--- src/hdl/uvs_pkg.sv ---
// Shared constants, types and arithmetic helpers for the UV-sphere vertex generator.
package uvs_pkg;

    localparam int MAX_SEGMENTS = 256;
    localparam int MAX_RINGS    = 256;
    localparam int MIN_SEGMENTS = 3;
    localparam int MIN_RINGS    = 2;
    localparam int COUNT_W      = 9;
    localparam int TEX_BITS     = 16;
    localparam int TEX_W        = TEX_BITS + 1;
    localparam int POS_W        = 17;
    localparam int NORM_W       = 16;
    localparam int RADIUS_W     = 16;

    localparam int TURN_BITS    = 24;
    localparam int CORDIC_STEPS = 16;
    localparam int CORDIC_LAT   = CORDIC_STEPS + 2;
    localparam int CORDIC_K     = 652032874;
    localparam int Q14_ONE      = 16384;
    localparam int CX_W         = 34;
    localparam int CZ_W         = 25;
    localparam int WIDE_W       = 40;

    localparam int DIV_W        = 36;
    localparam int DIV_BITS     = 4;
    localparam int DIV_STAGES   = DIV_W / DIV_BITS;
    localparam int DIV_LANES    = 4;
    localparam int LANE_THETA   = 0;
    localparam int LANE_TEX_U   = 1;
    localparam int LANE_PHI     = 2;
    localparam int LANE_TEX_V   = 3;

    typedef enum logic [1:0] {
        REG_RADIUS   = 2'd0,
        REG_SEGMENTS = 2'd1,
        REG_RINGS    = 2'd2
    } t_reg_idx;

    typedef struct packed {
        logic [COUNT_W-1:0] rem;
        logic [DIV_W-1:0]   num;
        logic [DIV_W-1:0]   quo;
    } t_div_lane;

    typedef struct packed {
        t_div_lane [DIV_LANES-1:0] lane;
        logic                      oor;
    } t_div;

    typedef struct packed {
        logic [TEX_W-1:0] tex_u;
        logic [TEX_W-1:0] tex_v;
        logic             oor;
    } t_side;

    typedef struct packed {
        logic signed [CX_W-1:0] x;
        logic signed [CX_W-1:0] y;
        logic signed [CZ_W-1:0] z;
        logic [1:0]             quad;
        logic                   zero;
    } t_cordic;

    function automatic logic signed [CZ_W-1:0] atan_turn(input int idx);
        logic signed [CZ_W-1:0] a;
        case (idx)
            0:       a = CZ_W'(2097152);
            1:       a = CZ_W'(1238021);
            2:       a = CZ_W'(654136);
            3:       a = CZ_W'(332050);
            4:       a = CZ_W'(166669);
            5:       a = CZ_W'(83416);
            6:       a = CZ_W'(41718);
            7:       a = CZ_W'(20860);
            8:       a = CZ_W'(10430);
            9:       a = CZ_W'(5215);
            10:      a = CZ_W'(2608);
            11:      a = CZ_W'(1304);
            12:      a = CZ_W'(652);
            13:      a = CZ_W'(326);
            14:      a = CZ_W'(163);
            15:      a = CZ_W'(81);
            default: a = '0;
        endcase
        return a;
    endfunction

    // round half away from zero, then shift right by s
    function automatic logic signed [WIDE_W-1:0] rnd_shr(input logic signed [WIDE_W-1:0] v,
                                                         input int s);
        logic signed [WIDE_W-1:0] h;
        logic signed [WIDE_W-1:0] r;
        h = WIDE_W'(1) <<< (s - 1);
        if (v >= 0) begin
            r = (v + h) >>> s;
        end else begin
            r = -((-v + h) >>> s);
        end
        return r;
    endfunction

    function automatic logic signed [NORM_W-1:0] sat_q14(input logic signed [WIDE_W-1:0] v);
        logic signed [NORM_W-1:0] r;
        if (v > WIDE_W'(Q14_ONE)) begin
            r = NORM_W'(Q14_ONE);
        end else if (v < -WIDE_W'(Q14_ONE)) begin
            r = -NORM_W'(Q14_ONE);
        end else begin
            r = v[NORM_W-1:0];
        end
        return r;
    endfunction

    // DIV_BITS steps of restoring long division
    function automatic t_div_lane div_stage(input t_div_lane a, input logic [COUNT_W-1:0] d);
        t_div_lane        r;
        logic [COUNT_W:0] t;
        r = a;
        for (int b = 0; b < DIV_BITS; b++) begin
            t     = {r.rem, r.num[DIV_W-1]};
            r.num = {r.num[DIV_W-2:0], 1'b0};
            if (t >= {1'b0, d}) begin
                t     = t - {1'b0, d};
                r.quo = {r.quo[DIV_W-2:0], 1'b1};
            end else begin
                r.quo = {r.quo[DIV_W-2:0], 1'b0};
            end
            r.rem = t[COUNT_W-1:0];
        end
        return r;
    endfunction

endpackage

--- src/hdl/uvs_cordic.sv ---
// Pipelined rotation-mode CORDIC giving Q1.14 cosine and sine of a turn-unit angle.
module uvs_cordic import uvs_pkg::*; (
    input  logic                     i_clk,
    input  logic                     i_en,
    input  logic [TURN_BITS-1:0]     i_angle,
    output logic signed [NORM_W-1:0] o_cos,
    output logic signed [NORM_W-1:0] o_sin
);

    t_cordic                  r_st [0:CORDIC_STEPS];
    logic signed [NORM_W-1:0] r_cos;
    logic signed [NORM_W-1:0] r_sin;
    logic signed [NORM_W-1:0] n_cos;
    logic signed [NORM_W-1:0] n_sin;
    logic signed [NORM_W-1:0] cr;
    logic signed [NORM_W-1:0] sr;

    function automatic t_cordic cordic_step(input t_cordic a, input int i);
        t_cordic                r;
        logic signed [CX_W-1:0] dx;
        logic signed [CX_W-1:0] dy;
        r  = a;
        dx = a.y >>> i;
        dy = a.x >>> i;
        if (a.z >= 0) begin
            r.x = a.x - dx;
            r.y = a.y + dy;
            r.z = a.z - atan_turn(i);
        end else begin
            r.x = a.x + dx;
            r.y = a.y - dy;
            r.z = a.z + atan_turn(i);
        end
        return r;
    endfunction

    always_ff @(posedge i_clk) begin
        if (i_en) begin
            r_st[0].x    <= CX_W'(CORDIC_K);
            r_st[0].y    <= '0;
            r_st[0].z    <= CZ_W'(i_angle[TURN_BITS-3:0]);
            r_st[0].quad <= i_angle[TURN_BITS-1 -: 2];
            r_st[0].zero <= (i_angle[TURN_BITS-3:0] == '0);
            for (int k = 0; k < CORDIC_STEPS; k++) begin
                r_st[k+1] <= cordic_step(r_st[k], k);
            end
            r_cos <= n_cos;
            r_sin <= n_sin;
        end
    end

    always_comb begin
        if (r_st[CORDIC_STEPS].zero) begin
            cr = NORM_W'(Q14_ONE);
            sr = '0;
        end else begin
            cr = sat_q14(rnd_shr(WIDE_W'(r_st[CORDIC_STEPS].x), 16));
            sr = sat_q14(rnd_shr(WIDE_W'(r_st[CORDIC_STEPS].y), 16));
        end
        case (r_st[CORDIC_STEPS].quad)
            2'd0: begin
                n_cos = cr;
                n_sin = sr;
            end
            2'd1: begin
                n_cos = -sr;
                n_sin = cr;
            end
            2'd2: begin
                n_cos = -cr;
                n_sin = -sr;
            end
            default: begin
                n_cos = sr;
                n_sin = -cr;
            end
        endcase
    end

    assign o_cos = r_cos;
    assign o_sin = r_sin;

endmodule

--- config.mk ---
export PLATFORM = sky130hd
export DESIGN_NAME = uvs_cordic
export DESIGN_NICKNAME = d
export VERILOG_FILES = /design/src/hdl/uvs_pkg.sv /design/src/hdl/uvs_cordic.sv
export SDC_FILE = /design/constraint.sdc
export NUM_CORES = 2
export LEC_CHECK = 0
export ABC_AREA = 1
export BUFFER_PORTS_ARGS = -buffer_cell sky130_fd_sc_hd__buf_2
export CAP_MARGIN = 20
export CORE_MARGIN = 3
export CORE_UTILIZATION = 40
export CTS_BUF_LIST = sky130_fd_sc_hd__clkbuf_4
export DETAILED_ROUTE_END_ITERATION = 10
export GPL_ROUTABILITY_DRIVEN = 0
export PLACE_DENSITY = 0.66
export SYNTH_ARGS = -nofsm -noshare
export SYNTH_HDL_FRONTEND = slang
export SYNTH_SLANG_ARGS = --single-unit
--- constraint.sdc ---
create_clock -name i_clk -period 5.9 [get_ports i_clk]
set_clock_uncertainty 0.15 [all_clocks]
set_input_delay 0.59 -clock i_clk [delete_from_list [all_inputs] [get_ports i_clk]]
set_output_delay 0.59 -clock i_clk [all_outputs]
set_load 0.005 [all_outputs]
======== Yosys cells after proc, flatten, opt, wreduce, memory -nomap -nowiden ========
Memory sizes are Yosys's and may differ from the RTL's.
Cells that the tools add are included.
W data, S select, Z words.
storage, ports and cells
  register bits ........................... 32
  bits in writable memories ............... 1632
  word-level logic and storage cells ...... 244
  memories kept ........................... 1
memories
  memory  words  width  rd ports  clocked after memory_dff  write ports  line              text
  r_st    17     96     17        0                         17           uvs_cordic.sv:10  t_cordic r_st [0:CORDIC_STEPS];
operators by class
  add/subtract/negate cells ............... 105
  order comparisons ....................... 22
  equal/unequal tests ..................... 2
  muxes and demuxes ....................... 110
  reductions and logical operators ........ 2
operators by type and width
  kind                      number
  $mux W93                  32
  $mux W25                  64
  $add A25 B25 Y25          16
  $ge A25 B1 Y1 const B     16
  $sub A25 B25 Y25          16
  $mux W40                  4
  $mux W16                  6
  $pmux W16 S3              2
  $add A40 B17 Y40 const B  2
  $gt A40 B16 Y1 const B    2
  $lt A40 B15 Y1 const B    2
  $neg A24 Y40              2
  $neg A34 Y40              2
  $add A34 B17 Y35 const B  2
  $add A34 B19 Y34          2
  $add A34 B20 Y34          2
  $add A34 B21 Y34          2
  $add A34 B22 Y34          2
  $add A34 B23 Y34          2
  $add A34 B24 Y34          2
  $add A34 B25 Y34          2
  $add A34 B26 Y34          2
  $add A34 B27 Y34          2
  $add A34 B28 Y34          2
  29 further kinds          53

======== Logic depth before layout (Yosys ltp) ========
  depth in word-level cells ............... 11
  depth in mapped cells ................... 35
  depth with buffers taken out ............ 34

======== Worst setup path after synthesis ========
Ideal clock, no wire load.
  path kind ............................... reg-to-reg
  start ................................... memory r_st[0][411] (netlist bit)
  end ..................................... memory r_st[0][569] (netlist bit), data pin
  arrival ................................. 4635 ps
  data required time ...................... 5491 ps
  slack ................................... 856 ps
  cell stages (with the launch flop) ...... 23
  buffers on the path ..................... 3
  clock period less this slack ............ 5044 ps
  cell sequence ........................... edfxtp_1 > clkbuf_1 > inv_1 > clkbuf_1 > clkbuf_1 > o21ai_0 > ha_1 > nand3_1 > nand2_1 > a21oi_1 > o21ai_2 > a21boi_0 > o21ai_0 > a21boi_1 > o21ai_0 > a21oi_1 > o21ai_0 > a21boi_0 > o21ai_0 > a21boi_1 > o21ai_0 > nand2_1 > nand2_1
RTL lines
  what                line
  start: declaration  uvs_cordic.sv:10

==> flow_summary_export.csv <==
group,metric,value,unit
global_route,grt_usage,0.188,
clock_tree,clkLatencyLatePin,1.38,ns
yosys,synth_commonest_cells,"nand2_1 (2268), inv_1 (1476), edfxtp_1 (1405)",
worst_setup_path,crit_fanout,4,
worst_setup_path,worstSetupStartpointType,"flop",
clock_tree,clk_pin_slew,0.06,ns
placement,hpwl,223000,um
final_layout,multi_input_area,64900,sq um
yosys,ys_seq_elements,1405,
worst_hold_path,whs_path_depth,3,
sta,rsz0062_at_grt,"no",
global_route,antenna_found_initial,5,
floorplanning,initial_core_util,0.404,
floorplanning,fp.dieW,538,um
final_layout,drive_above_1_share,0.0662,
clock_tree,cts_made_buffers,384,
route,drt_iter0_drc,6358,
yosys,synth_top_area_frac,0.372,
sta,fin_crit,5.30,ns
worst_setup_path,worstSetupPathType,"flop to flop",
worst_setup_path,slowest_stage,"edfxtp_1",
final_layout,area_delta_synth_final,9.23,%
floorplanning,die_h,538,um
sta,fmax,189,MHz
clock_tree,htree_num_levels,5,
worst_setup_path,cpMostUsedCell,"nand2_1",
final_layout,seqCellArea,42200,sq um
flow_run,maxCapViolCount,0,
global_route,grt_max_degree,180,
status,status,"completed",
yosys,synth_edf_count,1405,
worst_setup_path,slowest_delay,0.47,ns
yosys,avgSynthCellArea,8.64,sq um
yosys,yosysSeqAreaShare,0.372,
worst_hold_path,hold_path_class,"input port to flop",
sta,period_share,0.898,
route,routed_wl,281000,um
floorplanning,rows,194,
floorplanning,die-area,290000,sq um
sta,setup-tns-final,0,ns
worst_hold_path,min_from,"i_angle[20]",
yosys,synth_area,113000,sq um
yosys,ys_warn_count,0,
placement,portBuffers,57,
floorplanning,io_pins,58,
worst_setup_path,r2r-start,"r_st[0][1324]",
yosys,yosysMostFrequentCell,"nand2_1",
worst_setup_path,r2r_cells,29,
route,drtAntennaViolNets,0,
route,drcViolationCount,0,
yosys,async_reset_ff_frac,0,
worst_setup_path,cp.depth,29,
yosys,synth_flop_cell,"edfxtp_1",
sta,slew_headroom,0.288,
route,avgViaCountPerCell,5.18,
sta,slew_violations,0,
clock_tree,cts-root-buf,"clkbuf_4",
global_route,grt_pass1_wl,451000,um
clock_tree,cts_tree,"built",
clock_tree,numClockSinks,1405,
final_layout,nets,14832,
sta,worst_pin_slew,1.07,ns
global_route,grt-ovfl-total,0,
worst_setup_path,cp.required,6.77,ns
sta,hold_violations,0,
worst_setup_path,crit_family,"simple AND/OR/NAND/NOR gates",
yosys,syn_inst,13121,
clock_tree,clk_path_buf_depth,4,
route,vias,90958,
yosys,ys_types,69,
yosys,synth_top_area_cell,"edfxtp_1",
sta,setup_violations,0,
route,dr.pass1.iters,6,
yosys,ys_top_cells_by_area,"edfxtp_1 (37%), ha_1 (13%), xor2_1 (8.5%)",
route,wl_per_cell,16.0,um
worst_setup_path,cp.arrival,6.17,ns
worst_setup_path,startpoint,"r_st[0][1324]",
final_layout,nFillCells,27625,
global_route,grt_pass1_vias,87445,
worst_setup_path,worst_setup_path_end_kind,"flop",
worst_setup_path,critPathBufInv,4,
floorplanning,core-area,281000,sq um
cell families after synthesis:
group | count (synthesis) | share of synthesized area
adders and majority gates | 1257 | 0.141
other | 1 | 0.0000331
buffers and inverters | 1673 | 0.0557
muxes | 2 | 0.000177
and+or+nand+nor | 4358 | 0.163
AOI/OAI and AO/OA | 2673 | 0.132
xor gates and xnor gates | 1752 | 0.135
DFF | 1405 | 0.372
per-stage QoR:
stage	area, sq um	utilization	cells	setup slack, ns	hold WS [ns]
floorplan	113000	-	13122	0.856	0.250
global placement	118000	0.422	16836	0.299	0.251
detailed placement	118000	0.422	16836	0.286	0.255
CTS	124000	0.441	17552	0.209	0.0189
global route	124000	0.441	17557	0.00690	0.0671
finish	124000	0.441	17557	0.599	0.198
worst register-to-register path, delay by kind of cell (launching register included):
| kind | cells | cell delay [ns] |
|---|---|---|
| AO/OA/AOI/OAI | 8 | 1.66 |
| buffers and inverters | 4 | 0.30 |
| XOR/XNOR | 2 | 0.21 |
| AND/OR/NAND/NOR | 13 | 1.77 |
| flip-flops | 1 | 0.47 |
| adder cells (fa/ha/maj) | 2 | 0.49 |
worst paths after layout:
kind | end | slack [ns]
setup reg to reg | r_st[0][1403] | 0.60
hold / removal | r_st[0][0] | 0.20
hold reg to reg | r_st[0][580] | 0.22
setup / recovery | r_st[0][1403] | 0.60
sequential cells by signal, summed over array words and instances, names as in the netlist:
signal and cells:
o_sin 16, o_cos 16, r_st 1373
layer usage:
layer | vias up | part of all wire | routed length, um | GRT usage
li1 | 46464 | - | - | -
met1 | 41747 | 0.43 | 121000 | 0.233
met2 | 2222 | 0.49 | 138000 | 0.336
met3 | 521 | 0.050 | 14000 | 0.0244
met4 | 4 | 0.031 | 8830 | 0.0639
met5 | - | 0.000092 | 26 | 0
layout by cell type, fill, tap and decap left out, types with 546 or more instances in the layout:
cell type	count
ha_1	1218
xnor2_1	647
edfxtp_1	1405
xor2_1	1104
clkbuf_4	546
a21oi_1	1396
inv_1	1476
nand2_1	2268
nor2_1	958
o21ai_0	625
area by class of cell:
| cell class | instances | share of cell area |
|---|---|---|
| Sequential cell | 1405 | 0.341 |
| Clock buffer | 546 | 0.0331 |
| Inverter | 1522 | 0.0461 |
| Clock inverter | 121 | 0.00599 |
| Multi-Input combinational cell | 10044 | 0.524 |
| Timing Repair Buffer | 192 | 0.0123 |
| Tap cell | 3724 | 0.0376 |
| Antenna cell | 3 | 0.0000606 |
what timing repair did:
action | CTS | global route
setup buffers | 0 | 2
hold endpoints to repair | 473 | 0
setup endpoints to repair | 0 | 11
hold buffers | 49 | 0
resized for setup | 0 | 16
Power is left out: the tool's default activity adds up to more than one toggle a clock period on the data nets, which glitch-free logic cannot reach.
